===== src/rtl/sdog_pkg.sv =====
// Shared types, constants and helper functions of the spherical octree point encoder.
`timescale 1ns / 1ps
package sdog_pkg;

    localparam int MAX_LEVELS = 20;
    localparam int COORD_BITS = 32;
    localparam int ANGLE_W    = 32;
    localparam int LEVEL_W    = 5;
    localparam int OCTANT_W   = 3;
    localparam int DIGIT_W    = 3;
    localparam int DIGITS_W   = 60;

    localparam logic [ANGLE_W-1:0] QUARTER_TURN = 32'h4000_0000;
    localparam logic [ANGLE_W-1:0] HALF_TURN    = 32'h8000_0000;
    localparam logic [ANGLE_W-1:0] GRID_RADIUS_RESET = 32'h8000_0000;

    typedef enum logic [2:0] {
        KIND_SG = 3'b001,
        KIND_LG = 3'b010,
        KIND_NG = 3'b100
    } t_kind;

    typedef struct packed {
        logic signed [ANGLE_W-1:0] latitude;
        logic signed [ANGLE_W-1:0] longitude;
        logic [ANGLE_W-1:0]        radius;
        logic [LEVEL_W-1:0]        levels;
    } t_point_in;

    typedef struct packed {
        logic [OCTANT_W-1:0] octant;
        logic [DIGITS_W-1:0] child_digits;
        logic [LEVEL_W-1:0]  digit_count;
    } t_code_out;

    typedef struct packed {
        logic [COORD_BITS-1:0] lat;
        logic [COORD_BITS-1:0] lon;
        logic [COORD_BITS-1:0] rad;
        logic [COORD_BITS-1:0] lat_lo;
        logic [COORD_BITS-1:0] lat_hi;
        logic [COORD_BITS-1:0] lon_lo;
        logic [COORD_BITS-1:0] lon_hi;
        logic [COORD_BITS-1:0] rad_lo;
        logic [COORD_BITS-1:0] rad_hi;
        t_kind                 kind;
        logic [OCTANT_W-1:0]   octant;
        logic [DIGITS_W-1:0]   digits;
        logic [LEVEL_W-1:0]    count;
    } t_cell;

    // Aligns a 32-bit magnitude to the interval format: left shift when the format
    // is wider, truncating right shift when it is narrower.
    function automatic logic [COORD_BITS-1:0] to_coord(input logic [ANGLE_W-1:0] v);
        logic [COORD_BITS+ANGLE_W-1:0] w;
        w = {v, COORD_BITS'(0)};
        return w[COORD_BITS+ANGLE_W-1 -: COORD_BITS];
    endfunction

    function automatic logic [COORD_BITS-1:0] midpoint(input logic [COORD_BITS-1:0] lo,
                                                       input logic [COORD_BITS-1:0] hi);
        logic [COORD_BITS:0] s;
        s = {1'b0, lo} + {1'b0, hi};
        return s[COORD_BITS:1];
    endfunction

endpackage


===== src/rtl/sdog_setup.sv =====
// Entry stage: octant digit, magnitudes, level saturation and the starting intervals.
`timescale 1ns / 1ps
module sdog_setup
    import sdog_pkg::*;
(
    input  logic               i_clk,
    input  logic               i_rst_n,
    input  logic               i_en,
    input  logic               i_valid,
    input  t_point_in          i_point,
    input  logic [ANGLE_W-1:0] i_grid_radius,
    output logic               o_valid,
    output t_cell              o_cell
);

    logic               r_valid;
    t_cell              r_cell;
    t_cell              n_cell;
    logic [ANGLE_W-1:0] lat_raw;
    logic [ANGLE_W-1:0] lon_raw;
    logic [ANGLE_W-1:0] lat_m;
    logic [ANGLE_W-1:0] lon_m;
    logic               far_half;

    always_comb begin
        lat_raw = i_point.latitude;
        lon_raw = i_point.longitude;
        lat_m = lat_raw[ANGLE_W-1] ? (~lat_raw + 1'b1) : lat_raw;
        lon_m = lon_raw[ANGLE_W-1] ? (~lon_raw + 1'b1) : lon_raw;
        if (lat_m > QUARTER_TURN) begin
            lat_m = QUARTER_TURN;
        end
        far_half = (lon_m > QUARTER_TURN);

        n_cell.lat    = to_coord(lat_m);
        n_cell.lon    = to_coord(lon_m);
        n_cell.rad    = to_coord(i_point.radius);
        n_cell.lat_lo = '0;
        n_cell.lat_hi = to_coord(QUARTER_TURN);
        n_cell.rad_lo = '0;
        n_cell.rad_hi = to_coord(i_grid_radius);
        if (far_half) begin
            n_cell.lon_lo = to_coord(QUARTER_TURN);
            n_cell.lon_hi = to_coord(HALF_TURN);
        end else begin
            n_cell.lon_lo = '0;
            n_cell.lon_hi = to_coord(QUARTER_TURN);
        end
        n_cell.kind   = KIND_SG;
        n_cell.octant = {lat_raw[ANGLE_W-1], lon_raw[ANGLE_W-1], far_half};
        n_cell.digits = '0;
        if (i_point.levels > LEVEL_W'(MAX_LEVELS)) begin
            n_cell.count = LEVEL_W'(MAX_LEVELS);
        end else begin
            n_cell.count = i_point.levels;
        end
    end

    always_ff @(posedge i_clk) begin
        if (!i_rst_n) begin
            r_valid <= 1'b0;
        end else if (i_en) begin
            r_valid <= i_valid;
        end
    end

    always_ff @(posedge i_clk) begin
        if (i_en) begin
            r_cell <= n_cell;
        end
    end

    assign o_valid = r_valid;
    assign o_cell  = r_cell;

endmodule


===== config.mk =====
export PLATFORM = sky130hd
export DESIGN_NAME = sdog_setup
export DESIGN_NICKNAME = d
export VERILOG_FILES = /design/src/rtl/sdog_pkg.sv /design/src/rtl/sdog_setup.sv
export SDC_FILE = /design/constraint.sdc
export NUM_CORES = 1
export LEC_CHECK = 0
export ABC_AREA = 1
export BUFFER_PORTS_ARGS = -buffer_cell sky130_fd_sc_hd__buf_2
export CAP_MARGIN = 10
export CORE_AREA = 2 2 194 196
export CTS_CLUSTER_SIZE = 12
export DETAILED_ROUTE_END_ITERATION = 8
export DIE_AREA = 0 0 196 198
export SYNTH_ARGS = -nofsm -noshare
export SYNTH_HDL_FRONTEND = slang
export SYNTH_SLANG_ARGS = --single-unit

===== constraint.sdc =====
create_clock -name i_clk -period 1.9 [get_ports i_clk]
set_clock_uncertainty 0.05 [all_clocks]
set_input_delay 0.095 -clock i_clk [delete_from_list [all_inputs] [get_ports i_clk]]
set_output_delay 0.095 -clock i_clk [all_outputs]
set_load 0.005 [all_outputs]

======== Word level (Yosys, flattened, before mapping) ========
Index checks and enable logic that the tools add are counted.
storage, ports and cells
  flip-flop bits (word level) ............. 201
  input port bits ......................... 137
cells by class
  add/sub/neg operators ................... 2
  magnitude comparators ................... 3
  mux-type cells .......................... 3
  bitwise operators ....................... 2
operators by type and width
  cell                                                             number
  adder 32 x 1 -> 32 bit, second input constant                    2
  greater-than comparator 32 x 31 -> 1 bit, second input constant  2
  2-to-1 mux 32 bit                                                2
  NOT 32 bit                                                       2
  2-to-1 mux 63 bit                                                1
  greater-than comparator 5 bit, second input constant             1

======== Depth between registers and ports, before layout ========
  depth in word-level cells ............... 5
  gate-level depth with buffers ........... 15

======== Least setup slack after synthesis ========
OpenSTA, ideal clock, no wires.
  kind .................................... in2reg
  start ................................... in i_point[69] (netlist name)
  end ..................................... reg r_cell (netlist bit o_cell[327]), data pin
  setup time .............................. 140 ps
  data arrival time ....................... 1600 ps
  data required time ...................... 1710 ps
  setup slack ............................. 109 ps
  cell stages on the path ................. 13
  path through ............................ inv_1 -> ha_1 -> nand2_4 -> nor2_8 -> nand2_4 -> nand2_4 -> nand2_1 -> xor2_1 -> nand3_1 -> nor2_1 -> nand3_2 -> buf_6 -> a21oi_2
on the way
  longest elaborated chain between the ends .. 4
ends and longest elaborated chain
  what                                      RTL line          text
  from (decl)                               sdog_setup.sv:10  input t_point_in i_point,
  NOT 32 bit                                sdog_setup.sv:28  lat_m = lat_raw[ANGLE_W-1] ? (~lat_raw + 1'b1) : lat_raw;
  adder 32 x 1 -> 32 bit                    sdog_setup.sv:28
  2-to-1 mux 32 bit *                       sdog_setup.sv:28
  greater-than comparator 32 x 31 -> 1 bit  sdog_setup.sv:30  if (lat_m > QUARTER_TURN) begin
  to (signal assigned)                      sdog_setup.sv:69  r_cell <= n_cell;
  to (decl)                                 sdog_setup.sv:17  t_cell r_cell;
Mark *: on every way between the ends. The rest lies on a longest branch, timed or not.
A chain may end at the register's enable or synchronous reset.

==> impl_metrics.toml <==
[clocking]
ctsLongestPathBuffers = 2
clock_tree.root_cell = "clkbuf_16"
htree_num_levels = 4
clkTransAtPathRegs_ps = 70
clock_sinks = 138
clk_latency_ps = 440
post-cts-setup-buffers = 0
cts_buffers = 17
cts_tree = "yes"

[drt]
drc = 0
vias = 7698
wire_per_inst_um = 13.42
ant_nets = 0
drtPass1Iterations = 5
viasPerCell = 3.870
wirelength_mm = 26.70
drt-initial-drc-count = 303

[timing]
setup_viol = 0
setup_tns_ps = 0
hold_violations = 0
finalCritPeriodShare_pct = 91.91
drv_slew = 0
whs_ps = 9.048
rsz0062_at_grt = "false"
post-route-min-period_ps = 1746
postLayoutSetupSlackWorst_ps = 153.7
max_freq_mhz = 572.6

[cells_and_area]
utilization_pct = 33.54
fillers = 3805
final_cell_area_sq_mm = 0.01240
layout.nets = 1640
fin_cells = 1989
drive_gt1_share_pct = 34.48
synthToLayoutAreaGrowth_pct = 41.87

[critical_path]
cp.required_ps = 2140
worstPathMaxFanout = 2
critPathMaxStageDelay_ps = 550
startpoint_type = "primary input"
crit_chain = "buf_2 > dlygate4sd3_1 > nand2_1 > nand3_1 > a21oi_2 > nand2_1 > nor2_2 > nand2_1 > nor2_1 > nand3_1 > nor2_1 > nand3_1 > buf_4 > o21bai_1"
path_class = "primary input to flip-flop"
arrival_ps = 1990
endpoint_kind = "flip-flop"
crit_slowest_cell = "dlygate4sd3_1"
rr_worst_depth = 3

[floorplanning]
start_util_pct = 23.64
dieArea_sq_mm = 0.03881
num_io_pins = 497
die-height_um = 198
core-area_sq_mm = 0.03696
die_x_um = 196
row_count = 71

[run]
max_cap_viol_count = 0

[global_routing]
grt_max_degree = 38
track_usage_pct = 13.33
grt_overflow = 0
grt_antenna_before_repair = 2
grt_pass1_vias = 7194
grt_pass1_wl_mm = 39.40

[synthesis]
synth_ff_type = "edfxtp_1"
ys_seq_area_share_pct = 47.31
avgSynthCellArea_sq_um = 8.755
synth_cell_types = 35
syn-cell-area_sq_mm = 0.008737
yosys_warnings = 0
synthArstFlopShare_pct = 0
synth-edff-count = 137
synth_cells = 998
synth-seq-cells = 138

[place]
port_buffers = 276
placedCellCount = 1879
place_congestion = 0.8781
place_area_sq_mm = 0.01097
place_ws_ps = -369.5
dpl.hpwl_mm = 21.37

[power_and_ir_drop]
ir_drop_mv = 0.6141
power_density_mw_per_mm2 = 717.7
p_leak_nw = 6.137
finalPower_mw = 8.896

[outcome]
status = "complete, no violations"

[hold_path]
worstHoldPathCells = 2
min_path_type = "primary input to flip-flop"
[layer usage]
layer  part of all wire, %  vias to the layer above  global-route usage [%]
li1                      -                     3779                       -
met1                    40                     3500                   15.25
met2                    49                      374                   23.80
met3                   7.7                       43                   2.657
met4                   3.1                        2                   6.481
met5                 0.049                        -                       0
[placed cells by master (no fill, tap or decap), types with 31 or more instances in the layout]
| cell type | n |
|---|---|
| nand3_1 | 77 |
| conb_1 | 221 |
| edfxtp_1 | 137 |
| nand2_1 | 226 |
| buf_2 | 275 |
| dlygate4sd3_1 | 77 |
| buf_4 | 146 |
| nor2_1 | 98 |
| inv_1 | 96 |
| a21oi_2 | 31 |
[where the power goes]
group / internal (mW) / leakage (nW) / switching, mW / total, mW
Clock: 2.13 / 0.301 / 1.40 / 3.53
Sequential: 3.65 / 1.34 / 0.0695 / 3.72
Combinational: 0.758 / 4.49 / 0.883 / 1.64
Total: 6.54 / 6.14 / 2.36 / 8.90
[final timing paths]
| path | start | to | slack, ps |
|---|---|---|---|
| setup / recovery | i_point[38] | o_cell[165] | 150 |
| hold / removal | i_point[100] | o_cell[67] | 9 |
| setup reg to reg | o_valid | o_valid | 630 |
| hold reg to reg | o_valid | o_valid | 1070 |
[what timing repair did]
action / in CTS / in global routing
hold buffers: 77 / 0
gates resized for setup: 0 / 6
endpoints found under the hold margin: 88 / 0
setup endpoints to repair: 0 / 9
[sequential cells by signal, indices dropped and copies added (netlist names)]
signal   flops
o_cell     137
o_valid      1
[layout make-up]
cell class	count	area, sq um	area share (%)
inverters	99	371.6	2.998
clock buffers	18	439.2	3.543
multi-input cells	741	3316	26.75
diodes	1	2.502	0.02019
clock inverters	14	185.2	1.494
repair buffers	504	3354	27.06
well taps	474	593.1	4.785
flip-flops and latches	138	4134	33.35
[logic make-up after synthesis]
kind of cell             after synthesis  share of synthesized area (%)
AO/OA/AOI/OAI                         62                          5.070
XOR/XNOR                               6                         0.6015
adder cells (fa/ha/maj)                2                         0.2864
buffers and inverters                338                          24.47
flip-flops                           138                          47.31
other                                  2                        0.08596
AND/OR/NAND/NOR                      450                          22.17
[synth_stat cells (2+ instances only)]
library cell | count | share of area [%]
a21oi_2 | 30 | 3.0
nand3b_1 | 5 | 0.43
conb_1 | 2 | 0.086
xor2_1 | 5 | 0.50
nand2_1 | 226 | 9.7
nor2_1 | 100 | 4.3
a21oi_1 | 5 | 0.29
buf_6 | 3 | 0.39
inv_1 | 96 | 4.1
buf_1 | 2 | 0.086
o21ai_0 | 17 | 0.97
o21ai_1 | 2 | 0.11
edfxtp_1 | 137 | 47
nor3_1 | 2 | 0.11
inv_2 | 2 | 0.086
nand2_2 | 8 | 0.57
and2_1 | 3 | 0.21
nand2_4 | 3 | 0.39
buf_4 | 223 | 19
nand3_1 | 79 | 4.5
clkbuf_1 | 3 | 0.13
o21bai_1 | 5 | 0.43
buf_2 | 8 | 0.46
nand4_1 | 9 | 0.64
ha_1 | 2 | 0.29
nor2_2 | 12 | 0.86
[worst max-delay path, delay by kind of cell]
| family | cells | cell delay, ps |
|---|---|---|
| buffers and inverters | 3 | 790 |
| AOI/OAI and AO/OA | 2 | 240 |
| and+or+nand+nor | 9 | 840 |
Note: power is estimated with default switching activity, not from simulation.
