[config.mk]
export PLATFORM = sky130hd
export DESIGN_NAME = sdog_cell
export DESIGN_NICKNAME = d
export VERILOG_FILES = /design/src/rtl/sdog_pkg.sv /design/src/rtl/sdog_cell.sv
export SDC_FILE = /design/constraint.sdc
export NUM_CORES = 1
export LEC_CHECK = 0
export BUFFER_PORTS_ARGS = -buffer_cell sky130_fd_sc_hd__buf_4
export CORE_AREA = 2 2 281 283
export DETAILED_ROUTE_END_ITERATION = 6
export DIE_AREA = 0 0 283 285
export PLACE_DENSITY = 0.54
export SYNTH_ARGS = -nofsm -noshare
export SYNTH_HDL_FRONTEND = slang
export SYNTH_SLANG_ARGS = --single-unit
[constraint.sdc]
create_clock -name i_clk -period 6.5 [get_ports i_clk]
set_input_delay 0.975 -clock i_clk [delete_from_list [all_inputs] [get_ports i_clk]]
set_output_delay 0.975 -clock i_clk [all_outputs]
set_load 0.005 [all_outputs]
[src/rtl/sdog_pkg.sv]
// Shared types, constants and helper functions of the spherical octree point encoder.
`timescale 1ns / 1ps
package sdog_pkg;

    localparam int MAX_LEVELS = 20;
    localparam int COORD_BITS = 32;
    localparam int ANGLE_W    = 32;
    localparam int LEVEL_W    = 5;
    localparam int OCTANT_W   = 3;
    localparam int DIGIT_W    = 3;
    localparam int DIGITS_W   = 60;

    localparam logic [ANGLE_W-1:0] QUARTER_TURN = 32'h4000_0000;
    localparam logic [ANGLE_W-1:0] HALF_TURN    = 32'h8000_0000;
    localparam logic [ANGLE_W-1:0] GRID_RADIUS_RESET = 32'h8000_0000;

    typedef enum logic [2:0] {
        KIND_SG = 3'b001,
        KIND_LG = 3'b010,
        KIND_NG = 3'b100
    } t_kind;

    typedef struct packed {
        logic signed [ANGLE_W-1:0] latitude;
        logic signed [ANGLE_W-1:0] longitude;
        logic [ANGLE_W-1:0]        radius;
        logic [LEVEL_W-1:0]        levels;
    } t_point_in;

    typedef struct packed {
        logic [OCTANT_W-1:0] octant;
        logic [DIGITS_W-1:0] child_digits;
        logic [LEVEL_W-1:0]  digit_count;
    } t_code_out;

    typedef struct packed {
        logic [COORD_BITS-1:0] lat;
        logic [COORD_BITS-1:0] lon;
        logic [COORD_BITS-1:0] rad;
        logic [COORD_BITS-1:0] lat_lo;
        logic [COORD_BITS-1:0] lat_hi;
        logic [COORD_BITS-1:0] lon_lo;
        logic [COORD_BITS-1:0] lon_hi;
        logic [COORD_BITS-1:0] rad_lo;
        logic [COORD_BITS-1:0] rad_hi;
        t_kind                 kind;
        logic [OCTANT_W-1:0]   octant;
        logic [DIGITS_W-1:0]   digits;
        logic [LEVEL_W-1:0]    count;
    } t_cell;

    // Aligns a 32-bit magnitude to the interval format: left shift when the format
    // is wider, truncating right shift when it is narrower.
    function automatic logic [COORD_BITS-1:0] to_coord(input logic [ANGLE_W-1:0] v);
        logic [COORD_BITS+ANGLE_W-1:0] w;
        w = {v, COORD_BITS'(0)};
        return w[COORD_BITS+ANGLE_W-1 -: COORD_BITS];
    endfunction

    function automatic logic [COORD_BITS-1:0] midpoint(input logic [COORD_BITS-1:0] lo,
                                                       input logic [COORD_BITS-1:0] hi);
        logic [COORD_BITS:0] s;
        s = {1'b0, lo} + {1'b0, hi};
        return s[COORD_BITS:1];
    endfunction

endpackage

[src/rtl/sdog_cell.sv]
// Subdivision cell: halves intervals, appends its child digit if its level < count.
`timescale 1ns / 1ps
module sdog_cell
    import sdog_pkg::*;
(
    input  logic               i_clk,
    input  logic               i_rst_n,
    input  logic               i_en,
    input  logic [LEVEL_W-1:0] i_level,
    input  logic               i_valid,
    input  t_cell              i_cell,
    output logic               o_valid,
    output t_cell              o_cell
);

    logic                  r_valid;
    t_cell                 r_cell;
    t_cell                 n_cell;
    logic [COORD_BITS-1:0] mlat;
    logic [COORD_BITS-1:0] mlon;
    logic [COORD_BITS-1:0] mrad;
    logic                  outer;
    logic                  upper_lat;
    logic                  upper_lon;
    logic [DIGIT_W-1:0]    d;

    always_comb begin
        n_cell    = i_cell;
        mlat      = midpoint(i_cell.lat_lo, i_cell.lat_hi);
        mlon      = midpoint(i_cell.lon_lo, i_cell.lon_hi);
        mrad      = midpoint(i_cell.rad_lo, i_cell.rad_hi);
        outer     = (i_cell.rad > mrad);
        upper_lat = (i_cell.lat >= mlat);
        upper_lon = (i_cell.lon >= mlon);
        d         = '0;

        if (i_level < i_cell.count) begin
            if (outer) begin
                n_cell.rad_lo = mrad;
            end else begin
                n_cell.rad_hi = mrad;
            end
            case (i_cell.kind)
                KIND_NG: begin
                    d = {!outer, upper_lat, upper_lon};
                    if (upper_lat) begin
                        n_cell.lat_lo = mlat;
                    end else begin
                        n_cell.lat_hi = mlat;
                    end
                    if (upper_lon) begin
                        n_cell.lon_lo = mlon;
                    end else begin
                        n_cell.lon_hi = mlon;
                    end
                end
                KIND_LG: begin
                    d = outer ? 3'd0 : 3'd3;
                    if (upper_lat) begin
                        d = d + 3'd2;
                        n_cell.lat_lo = mlat;
                    end else begin
                        n_cell.lat_hi = mlat;
                        n_cell.kind   = KIND_NG;
                        if (upper_lon) begin
                            d = d + 3'd1;
                            n_cell.lon_lo = mlon;
                        end else begin
                            n_cell.lon_hi = mlon;
                        end
                    end
                end
                default: begin
                    if (!outer) begin
                        d = 3'd3;
                    end else if (upper_lat) begin
                        d = 3'd2;
                        n_cell.lat_lo = mlat;
                        n_cell.kind   = KIND_LG;
                    end else begin
                        n_cell.lat_hi = mlat;
                        n_cell.kind   = KIND_NG;
                        if (upper_lon) begin
                            d = 3'd1;
                            n_cell.lon_lo = mlon;
                        end else begin
                            d = 3'd0;
                            n_cell.lon_hi = mlon;
                        end
                    end
                end
            endcase
            for (int j = 0; j < MAX_LEVELS; j++) begin
                if (i_level == LEVEL_W'(j)) begin
                    n_cell.digits[DIGIT_W*j +: DIGIT_W] = d;
                end
            end
        end
    end

    always_ff @(posedge i_clk) begin
        if (!i_rst_n) begin
            r_valid <= 1'b0;
        end else if (i_en) begin
            r_valid <= i_valid;
        end
    end

    always_ff @(posedge i_clk) begin
        if (i_en) begin
            r_cell <= n_cell;
        end
    end

    assign o_valid = r_valid;
    assign o_cell  = r_cell;

endmodule
======== Yosys cells after proc, flatten, opt, wreduce, memory -nomap -nowiden ========
Cells that the tools add are included.
storage, ports and cells
  bits in registers ....................... 360
  latch bits .............................. 0
  memory bits (writable) .................. 0
  ROM bits ................................ 0
  input bits .............................. 368
  output and inout port bits .............. 360
  logic and storage cells ................. 88
  memories ................................ 0
cells by class
  $add $sub $neg .......................... 5
  multipliers ............................. 0
  div/mod/pow operators ................... 0
  $lt $le $gt $ge ......................... 4
  equality and inequality tests ........... 21
  shifts and indexed selects .............. 0
  muxes and demuxes ....................... 42
  bitwise logic cells ..................... 0
  reductions and logical operators ........ 2
operators by type and width
  operator                                                          count
  128-bit case mux with 2 select lines                              1
  195-bit two-way mux                                               1
  32-bit two-way mux                                                6
  128-bit two-way mux                                               1
  32-bit by 32-bit adder with 33-bit output                         3
  96-bit two-way mux                                                1
  3-bit two-way mux                                                 25
  32-bit greater-or-equal comparator                                2
  60-bit two-way mux                                                1
  5-bit by 4-bit == test with 1-bit output (second input constant)  8
  32-bit greater-than comparator                                    1
  5-bit by 3-bit == test with 1-bit output (second input constant)  4
  5-bit == test (second input constant)                             4
  3-bit case mux with 2 select lines                                2
  5-bit by 2-bit == test with 1-bit output (second input constant)  2
  2-bit two-way mux                                                 3
  5-bit by 1-bit == test with 1-bit output (second input constant)  1
  5-bit logical NOT                                                 1
  5-bit < comparator                                                1
  2-bit by 1-bit adder with 3-bit output (second input constant)    1
  2-bit by 2-bit adder with 3-bit output (second input constant)    1
  3-bit by 2-bit == test with 1-bit output (second input constant)  1
  3-bit == test (second input constant)                             1
  1-bit logical NOT                                                 1
  1-bit two-way mux                                                 1

======== Logic depth before layout (Yosys ltp) ========
Gate-level depths: netlist (run 1).
  depth after elaboration ................. 9
  depth in mapped cells ................... 24
  depth with buffers taken out ............ 22

======== Least setup slack after synthesis (run 1) ========
No wires, ideal clock.
  path type ............................... input to register
  start ................................... input port i_cell[135] (netlist name)
  end ..................................... register r_cell, in the netlist o_cell[42], data pin
  library setup time ...................... 0.260 ns
  arrival time ............................ 5.655 ns
  required time ........................... 6.240 ns
  setup slack ............................. 0.585 ns
  stages .................................. 23
  path buffers ............................ 1
  cells stage by stage .................... and2_1 -> fa_1 -> a21o_1 -> a221oi_2 -> o311ai_1 -> a221o_1 -> a31oi_2 -> o211ai_1 -> a2111o_1 -> o211ai_1 -> inv_1 -> ha_1 -> nand4_1 -> nor4_1 -> a21oi_1 -> o211ai_1 -> a21oi_1 -> o21ai_2 -> inv_1 -> ha_1 -> a221o_1 -> buf_2 -> mux2_2
RTL lines
  element               RTL line          source
  from (decl)           sdog_cell.sv:11   input t_cell i_cell,
  to (signal assigned)  sdog_cell.sv:111  r_cell <= n_cell;
  to (decl)             sdog_cell.sv:17   t_cell r_cell;

==> results of run 1 <==
## worst reg2reg max path, stage by stage (launching register included)
cell and delay, ps:
dfxtp_1 310, mux2i_1 120, nor2b_1 60
## per-layer routing
metal / vias up / track usage / part of all wire
met1: 8532 / 0.2262 / 0.39
met4: 8 / 0.06742 / 0.030
met3: 119 / 0.06136 / 0.077
met2: 614 / 0.3443 / 0.50
li1: 8366 / - / -
met5: - / 0 / 0.00061
## worst paths after layout
check | startpoint | to | slack, ps | depth (start not counted)
worst max-delay path | i_cell[135] | o_cell[63] | 390 | 24
worst min-delay path | o_valid | o_valid | 530 | 2
worst max register to register | o_valid | o_valid | 5900 | 2
worst min register to register | o_valid | o_valid | 530 | 2
## logic make-up after synthesis
group / count (synthesis) / share of synthesized area
buffers and inverters: 156 / 0.02993
XOR/XNOR: 73 / 0.02981
flip-flops: 360 / 0.5036
multiplexers: 168 / 0.09830
AO/OA/AOI/OAI: 439 / 0.1314
adder cells (fa/ha/maj): 198 / 0.1166
AND/OR/NAND/NOR: 398 / 0.09037
## layout by cell type (no fill, tap or decap), types with 22 or more instances in the layout
cell	count
xnor2_1	49
nand2_1	150
buf_4	769
ha_1	195
inv_1	114
a21o_1	64
clkbuf_16	45
o21ai_0	122
nor2_1	67
mux2_4	60
nand3_1	31
xor2_1	24
edfxtp_1	359
mux2_2	101
nor2b_1	22
a21oi_1	116
## power groups by stage
stage | Clock, mW | Combinational (mW) | Sequential [mW]
after CTS | 2.45 | 2.40 | 3.00
after floorplan | 0 | 1.13 | 3.05
after global routing | 2.53 | 2.61 | 3.02
after detailed placement | 0 | 2.40 | 3.04
after global placement | 0 | 2.36 | 3.04
final | 2.38 | 2.39 | 2.99
## flip-flops by register name (all words and copies together), names as in the netlist
register / cells
o_cell: 359
o_valid: 1
## through the flow
step	cell area (µm²)	setup slack [ps]	power (mW)	cells	setup TNS (ps)
2_1_floorplan	21450	585.0	4.182	1792	0
3_3_place_gp	28570	-96.26	5.399	3580	-5614
3_5_place_dp	28570	-181.2	5.436	3580	-15680
4_1_cts	29940	407.9	7.856	3661	0
5_1_grt	29960	31.94	8.157	3667	0
6_report	29960	386.5	7.764	3667	0
## final cells by class
cell class | count | share of cell area
Sequential cell | 360 | 0.3606
Multi-Input combinational cell | 1276 | 0.3358
Clock inverter | 28 | 0.007017
Inverter | 115 | 0.01441
Timing Repair Buffer | 779 | 0.1992
Antenna cell | 6 | 0.0005012
Clock buffer | 53 | 0.03859
Tap cell | 1050 | 0.04386
==> results_dict.tcl, run 1 <==
set metrics [dict create \
    final_util 0.3842 \
    seqCellArea_um2 10800 \
    cp.arrival_ps 6430 \
    multi_input_area_um2 10060 \
    worst_pin_slew_ps 1204 \
    rows 103 \
    pwr-share-seq 0.386 \
    end_kind "register" \
    p_sw_frac 0.3089 \
    power.internal_mw 5.366 \
    holdBufCountCts 0 \
    post-cts-setup-buffer-count 0 \
    gr-total-overflow 0 \
    drc 0 \
    clk_latency_ps 570 \
    ys.flop_type "edfxtp_1" \
    vias_per_cell 4.810 \
    grt_pass1_wl_um 119200 \
    cts_tree "done" \
    core-area_um2 77970 \
    ys_async_sr_fraction 0 \
    worstPathCellList "buf_4 -> and2_1 -> fa_1 -> a21o_1 -> a221oi_2 -> o311ai_1 -> a221o_1 -> a31oi_2 -> o211ai_1 -> a2111o_1 -> o211ai_1 -> inv_1 -> ha_1 -> nand4_1 -> nor4_1 -> a21oi_1 -> o211ai_1 -> a21oi_1 -> o21ai_2 -> inv_1 -> ha_1 -> a221o_1 -> buf_12 -> mux2_2" \
    slew_headroom 0.1973 \
    antenna_found_initial 11 \
    outcome "finished, final reports clean" \
    setup_viol 0 \
    antenna_left 0 \
    slew_violations 0 \
    crit_path_top_delay_cell "fa_1" \
    synth_area_um2 21450 \
    cp_common_cell "o211ai_1" \
    cap_violations 0 \
    powerDensity_nw_per_um2 259.2 \
    cts_inserted_buffers 45 \
    routedWlPerCell_um 22.62 \
    ios 728 \
    avgSynthCellArea_um2 11.97 \
    clkPwrFrac 0.307 \
    syn-num-nets 2358 \
    nFillCells 7630 \
    crit_family "compound AO/OA/AOI/OAI gates" \
    vias 17640 \
    worst_ir_drop_vdd_uv 170.2 \
    pwr-share-comb 0.308 \
    clk_pin_slew_ps 50 \
    worstSetupPathType "in2reg" \
    ys_types 78 \
    post_cts_resized 0 \
    yosys-top-cells-area "edfxtp_1 (50%), ha_1 (11%), mux2_2 (5.3%), mux2_4 (4.2%), o21ai_0 (2.8%)" \
    synth_common_cells "edfxtp_1 (359), ha_1 (195), nand2_1 (150)" \
    power_switching_mw 2.398 \
    synth-seq-cells 360 \
    critPathMaxStageDelay_ps 430 \
    grt_start_max_net_pins 150 \
    layout-drive-gt1-share 0.3987 \
    areaGrowthSynthToFinish_pct 39.67 \
    synth-edff-count 359 \
    io_buffers 727 \
    worstPathRequired_ps 6820 \
    fin_crit_ps 6113 \
    hold_path_class "reg2reg" \
    dieHeight_um 285 \
    cp.buffers_inverters 4 \
    synth-warning-count 0 \
    hpwl_um 67390 \
    nets 3143 \
    firstDrtPassIters 5 \
    cts_sinks 360 \
    start_util 0.2751 \
    dieArea_um2 80660 \
    yosysTopAreaCellShare 0.5027 \
    hold_violations 0 \
    cp_max_fo 13 \
    clk_path_buf_depth 3 \
    ys_seq_area_frac 0.5036 \
    grt_pass1_vias 18210 \
    synth_most_common_cell "edfxtp_1" \
    grt_setup_unrepaired "no" \
    grt_usage 0.1965 \
    routabilityCongestion 0.9204 \
    synthCells 1792 \
    fin_crit_sh 0.9405 \
    whs_ps 527.0 \
    fin_skew_ps 0 \
    clock.fmax_mhz 163.6 \
    die_w_um 283 \
    wl_um 82950 \
    clockRootBuffer "clkbuf_16" \
    drt_iter0_drc 952 \
    critPathLaunchType "primary input" \
    leakagePower_nw 13.15 \
    yosysTopAreaCell "edfxtp_1" \
    cts_max_level 2 \
]
(Power assumes the default switching activity.)
==> inputs of run 2 (changes only) <==
CORE_AREA = 2 2 287 289   (was 2 2 281 283)
DIE_AREA = 0 0 289 291   (was 0 0 283 285)
PLACE_DENSITY = 0.53   (was 0.54)
==> run 2 against run 1 <==
Flip-flop and latch count unchanged. Critical path type unchanged. Routed wire length grew 0.57%. Clock-buffer cell count is the same.
==> results_dict.tcl, run 2 (synthesis results as in run 1) <==
set metrics [dict create \
    outcome "finished, final reports clean" \
    clk_latency_ps 590 \
    vias_per_cell 4.790 \
    cts_sinks 360 \
    seqCellArea_um2 10800 \
    final_common_cell "buf_4" \
    grtUsageMet2 0.3269 \
    hold_violations 0 \
    power_switching_mw 2.419 \
    drt_iter0_drc 1175 \
    final_cell_mix "buf_4 (766), edfxtp_1 (359), ha_1 (195), nand2_1 (150), o21ai_0 (122)" \
    slew_headroom 0.3555 \
    grt_setup_unrepaired "no" \
    clockRootBuffer "clkbuf_16" \
    power.internal_mw 5.652 \
    cap_violations 0 \
    cp.arrival_ps 6540 \
    cp_max_fo 17 \
    dieArea_um2 84100 \
    io_buffers 727 \
    wl_um 83420 \
    die_w_um 289 \
    worst_pin_slew_ps 958.8 \
    grtUsageMet1 0.2338 \
    grt_usage 0.1906 \
    worstPathRequired_ps 6830 \
    routedWlPerCell_um 22.62 \
    grt.busiest_layer "met2" \
    hpwl_um 68090 \
    dieHeight_um 291 \
    drc 0 \
    routabilityCongestion 0.8940 \
    final_cells 3688 \
    vias 17670 \
    cts_tree "done" \
    slew_violations 0 \
    firstDrtPassIters 5 \
    clock.fmax_mhz 161.0 \
    antenna_found_initial 8 \
    critPathLaunchType "primary input" \
    grt_pass1_wl_um 118700 \
    fin_crit_ps 6213 \
    largest_reg_flops 359 \
    leakagePower_nw 13.28 \
    cts_inserted_buffers 46 \
    clk_path_buf_depth 3 \
    worst_ir_drop_vdd_uv 224.1 \
    nFillCells 8013 \
    hp-start "o_valid" \
    grt_start_max_net_pins 114 \
    power_mw 8.071 \
    pwr-share-seq 0.372 \
    grt_pass1_vias 17910 \
    worstSetupPathType "in2reg" \
    end_kind "register" \
    clk_pin_slew_ps 60 \
    clkPwrFrac 0.331 \
    core-area_um2 81190 \
    start_util 0.2642 \
    layout-drive-gt1-share 0.4002 \
    antenna_left 0 \
    fin_skew_ps 0 \
    setup_viol 0 \
    areaGrowthSynthToFinish_pct 40.80 \
    grt.met3_usage 0.04726 \
    hold_path_class "reg2reg" \
    cts_max_level 2 \
    multi_input_area_um2 10060 \
    setup_tns_ps 0 \
    ios 728 \
    reg2reg_from "o_valid" \
    pwr-share-comb 0.298 \
    post-cts-setup-buffer-count 0 \
    nets 3144 \
    post_cts_resized 0 \
    p_sw_frac 0.2997 \
    powerDensity_nw_per_um2 267.3 \
    holdBufCountCts 0 \
    gr-total-overflow 0 \
    critPathLaunch "i_cell[209]" \
    fin_crit_sh 0.9559 \
    dpl.cell_count 3600 \
    rows 105 \
]
[run 2: routing by layer]
metal	part of all wire	routed length, µm
met1	0.41	34050
met2	0.49	41110
met3	0.070	5816
met4	0.029	2408
met5	0.00046	38
[run 2: metrics by stage]
step / hold slack [ps] / setup slack [ps] / area [µm²] / util
after CTS: 520.3 / 240.1 / 30180 / 0.3717
final: 517.1 / 286.9 / 30200 / 0.3719
after global placement: 503.5 / -276.5 / 28630 / 0.3526
after detailed placement: 506.0 / -356.1 / 28630 / 0.3526
after floorplan: 507.3 / 585.0 / 21450 / -
after global routing: 544.5 / 4.388 / 30200 / 0.3719
[run 2: final timing paths]
check	end	slack [ps]	cells after the start
min reg2reg	o_valid	520	2
max	o_cell[167]	290	22
max reg2reg	o_valid	5910	2
min	o_valid	520	2
[run 2: worst max-delay path, cell delays in order]
cell	delay, ps
buf_4	110
ha_1	380
a21oi_1	320
o211ai_1	140
a21oi_1	320
o211ai_1	240
o221ai_1	340
nand3_1	180
a31oi_1	240
xnor2_1	220
inv_1	100
ha_1	300
a21o_1	190
a21o_1	170
a221o_1	290
nor3_1	540
buf_4	220
and2_1	250
o221ai_4	180
nor2_4	250
buf_12	220
mux2_2	350
[run 2: power by group through the flow]
stage                     Sequential (mW)  Combinational (mW)  Clock, mW
after floorplan                      3.05                1.13          0
after global routing                 3.02                2.63       2.82
after CTS                            3.00                2.42       2.74
after detailed placement             3.05                2.41          0
after global placement               3.05                2.38          0
final                                3.00                2.40       2.67
[run 2: area by class of cell]
type / instances / share of cell area
Clock inverter: 31 / 0.01164
Antenna cell: 4 / 0.0003315
Multi-Input combinational cell: 1276 / 0.3331
Inverter: 115 / 0.01430
Timing Repair Buffer: 779 / 0.1989
Tap cell: 1070 / 0.04434
Clock buffer: 53 / 0.03969
Sequential cell: 360 / 0.3577
==> inputs of run 3 (changes only) <==
CORE_AREA = unset   (was 2 2 287 289)
CORE_MARGIN = 8   (was unset)
CORE_UTILIZATION = 30   (was unset)
DIE_AREA = unset   (was 0 0 289 291)
PLACE_DENSITY = 0.57   (was 0.53)
==> run 3 against run 2 <==
Sequential power barely moved. Via count rose by 0.55%. Critical endpoint is now o_cell[227]. Register-to-register slack barely moved. Sequential share of layout area rose by 0.18 points. Flip-flop and latch count did not move. Clock-buffer cell count fell by 4. Highest routed layer is now met4. Maximum frequency rose by 2.1%. Total power fell by 3.2%. Die area fell by 4.5%.
==> results_dict.tcl, run 3 (synthesis results as in run 1) <==
set metrics [dict create \
    final_cell_mix "buf_4 (786), edfxtp_1 (359), ha_1 (195), nand2_1 (150), o21ai_0 (122)" \
    start_util 0.3016 \
    clk_latency_ps 570 \
    powerDensity_nw_per_um2 260.1 \
    ios 728 \
    final_common_cell "buf_4" \
    clockRootBuffer "clkbuf_16" \
    setup_ws_ps 412.8 \
    hold_violations 0 \
    gr-total-overflow 0 \
    areaGrowthSynthToFinish_pct 40.09 \
    grt_pass1_vias 18590 \
    worst_pin_slew_ps 1129 \
    cts_max_level 2 \
    cts_sinks 360 \
    finalInstanceArea_um2 30040 \
    cts_tree "done" \
    hold_path_class "reg2reg" \
    outcome "finished, final reports clean" \
    critPathLaunchType "primary input" \
    end_kind "register" \
    cp_max_fo 35 \
    routabilityCongestion 0.8821 \
    hpwl_um 69660 \
    slew_headroom 0.2474 \
    core-area_um2 71120 \
    dieArea_um2 80300 \
    leakagePower_nw 13.29 \
    worstPathRequired_ps 6810 \
    nets 3162 \
    clk_path_buf_depth 3 \
    rows 98 \
    vias 17770 \
    drc 0 \
    worstSetupPathType "in2reg" \
    antenna_found_initial 9 \
    clk_pin_slew_ps 60 \
    fin_crit_ps 6087 \
    grt_usage 0.2009 \
    slew_violations 0 \
    largest_reg_flops 359 \
    vias_per_cell 4.953 \
    detailedPlace.worstSlack_ps -305.4 \
    dpl.cell_count 3500 \
    antenna_left 0 \
    placed_area_um2 28640 \
    grt_pass1_wl_um 123200 \
    worst_ir_drop_vdd_uv 210.2 \
    clock.fmax_mhz 164.3 \
    setup_tns_ps 0 \
    cap_violations 0 \
    io_buffers 727 \
    grt_setup_unrepaired "no" \
    post-cts-setup-buffer-count 0 \
    drt_iter0_drc 1166 \
    cts_inserted_buffers 44 \
    wl_um 85340 \
    grt_start_max_net_pins 155 \
    setup_viol 0 \
    routedWlPerCell_um 23.79 \
    dieHeight_um 283.4 \
    die_w_um 283.4 \
    fin_crit_sh 0.9365 \
    fin_skew_ps 0 \
    cp.arrival_ps 6400 \
    final_cells 3587 \
    final_util 0.4224 \
    firstDrtPassIters 5 \
    layout-drive-gt1-share 0.4035 \
]
run 3: cell types whose count changed in the layout (fill, tap and decap cells not counted), sizes merged:
cell,delta
bufinv,-4
buf,+20
clkinvlp,+2
clkbuf,-4
inv,-3
diode,+6
clkinv,+2
run 3: metrics by stage:
stage               total power, mW  hold WS, ps
floorplan                     4.182        507.3
global placement              5.435        504.0
detailed placement            5.477        522.6
CTS                           7.919        532.0
global route                  8.201        544.3
finish                        7.814        525.7
run 3: worst paths after layout:
check                   from     endpoint  slack [ps]  cells after the start
hold / removal       o_valid      o_valid         530                      2
hold reg to reg      o_valid      o_valid         530                      2
setup reg to reg     o_valid      o_valid        5910                      2
setup / recovery  i_cell[80]  o_cell[227]         410                     25
run 3: worst max-delay path, stage by stage:
cell and delay [ps]:
buf_4 120, ha_1 370, a21o_1 190, a21o_1 170, a21o_1 180, a311o_1 360, o2111ai_1 290, nand2_1 120
a31oi_1 270, xnor2_1 250, inv_1 90, ha_1 310, nand4_1 120, nor2_1 370, nand3_1 170, nor4_2 240
buf_4 170, nor2_2 50, or3_1 520, buf_4 200, o211a_1 240, buf_12 170, buf_4 190, nand3_1 80
o21ai_0 80
run 3: final cells by class:
class | count | area, µm²
Inverter | 115 | 431.7
Clock buffer | 49 | 1141
Timing Repair Buffer | 799 | 6156
Multi-Input combinational cell | 1276 | 10060
Tap cell | 950 | 1189
Fill cell | 6863 | 41070
Antenna cell | 10 | 25.02
Sequential cell | 360 | 10800
Clock inverter | 28 | 236.5
run 3: power by group:
part / internal, mW / leakage (nW) / total [mW] / switching, mW
clock network: 1.38 / 0.664 / 2.40 / 1.02
logic: 1.17 / 9.10 / 2.43 / 1.27
registers: 2.90 / 3.52 / 2.98 / 0.0846
total: 5.45 / 13.3 / 7.81 / 2.37
run 3: layer usage:
| metal | track usage | up-vias | part of all wire | routed length, µm |
|---|---|---|---|---|
| li1 | - | 8425 | - | - |
| met3 | 0.05171 | 118 | 0.064 | 5425 |
| met1 | 0.2285 | 8631 | 0.39 | 33590 |
| met4 | 0.06755 | 0 | 0.032 | 2753 |
| met2 | 0.3630 | 591 | 0.51 | 43570 |
| met5 | 0 | - | 0 | 0 |
run 3: what timing repair did:
action,4_1_cts,5_1_grt
gates resized for setup,0,1
hold buffers,0,0
setup endpoints to repair,0,5
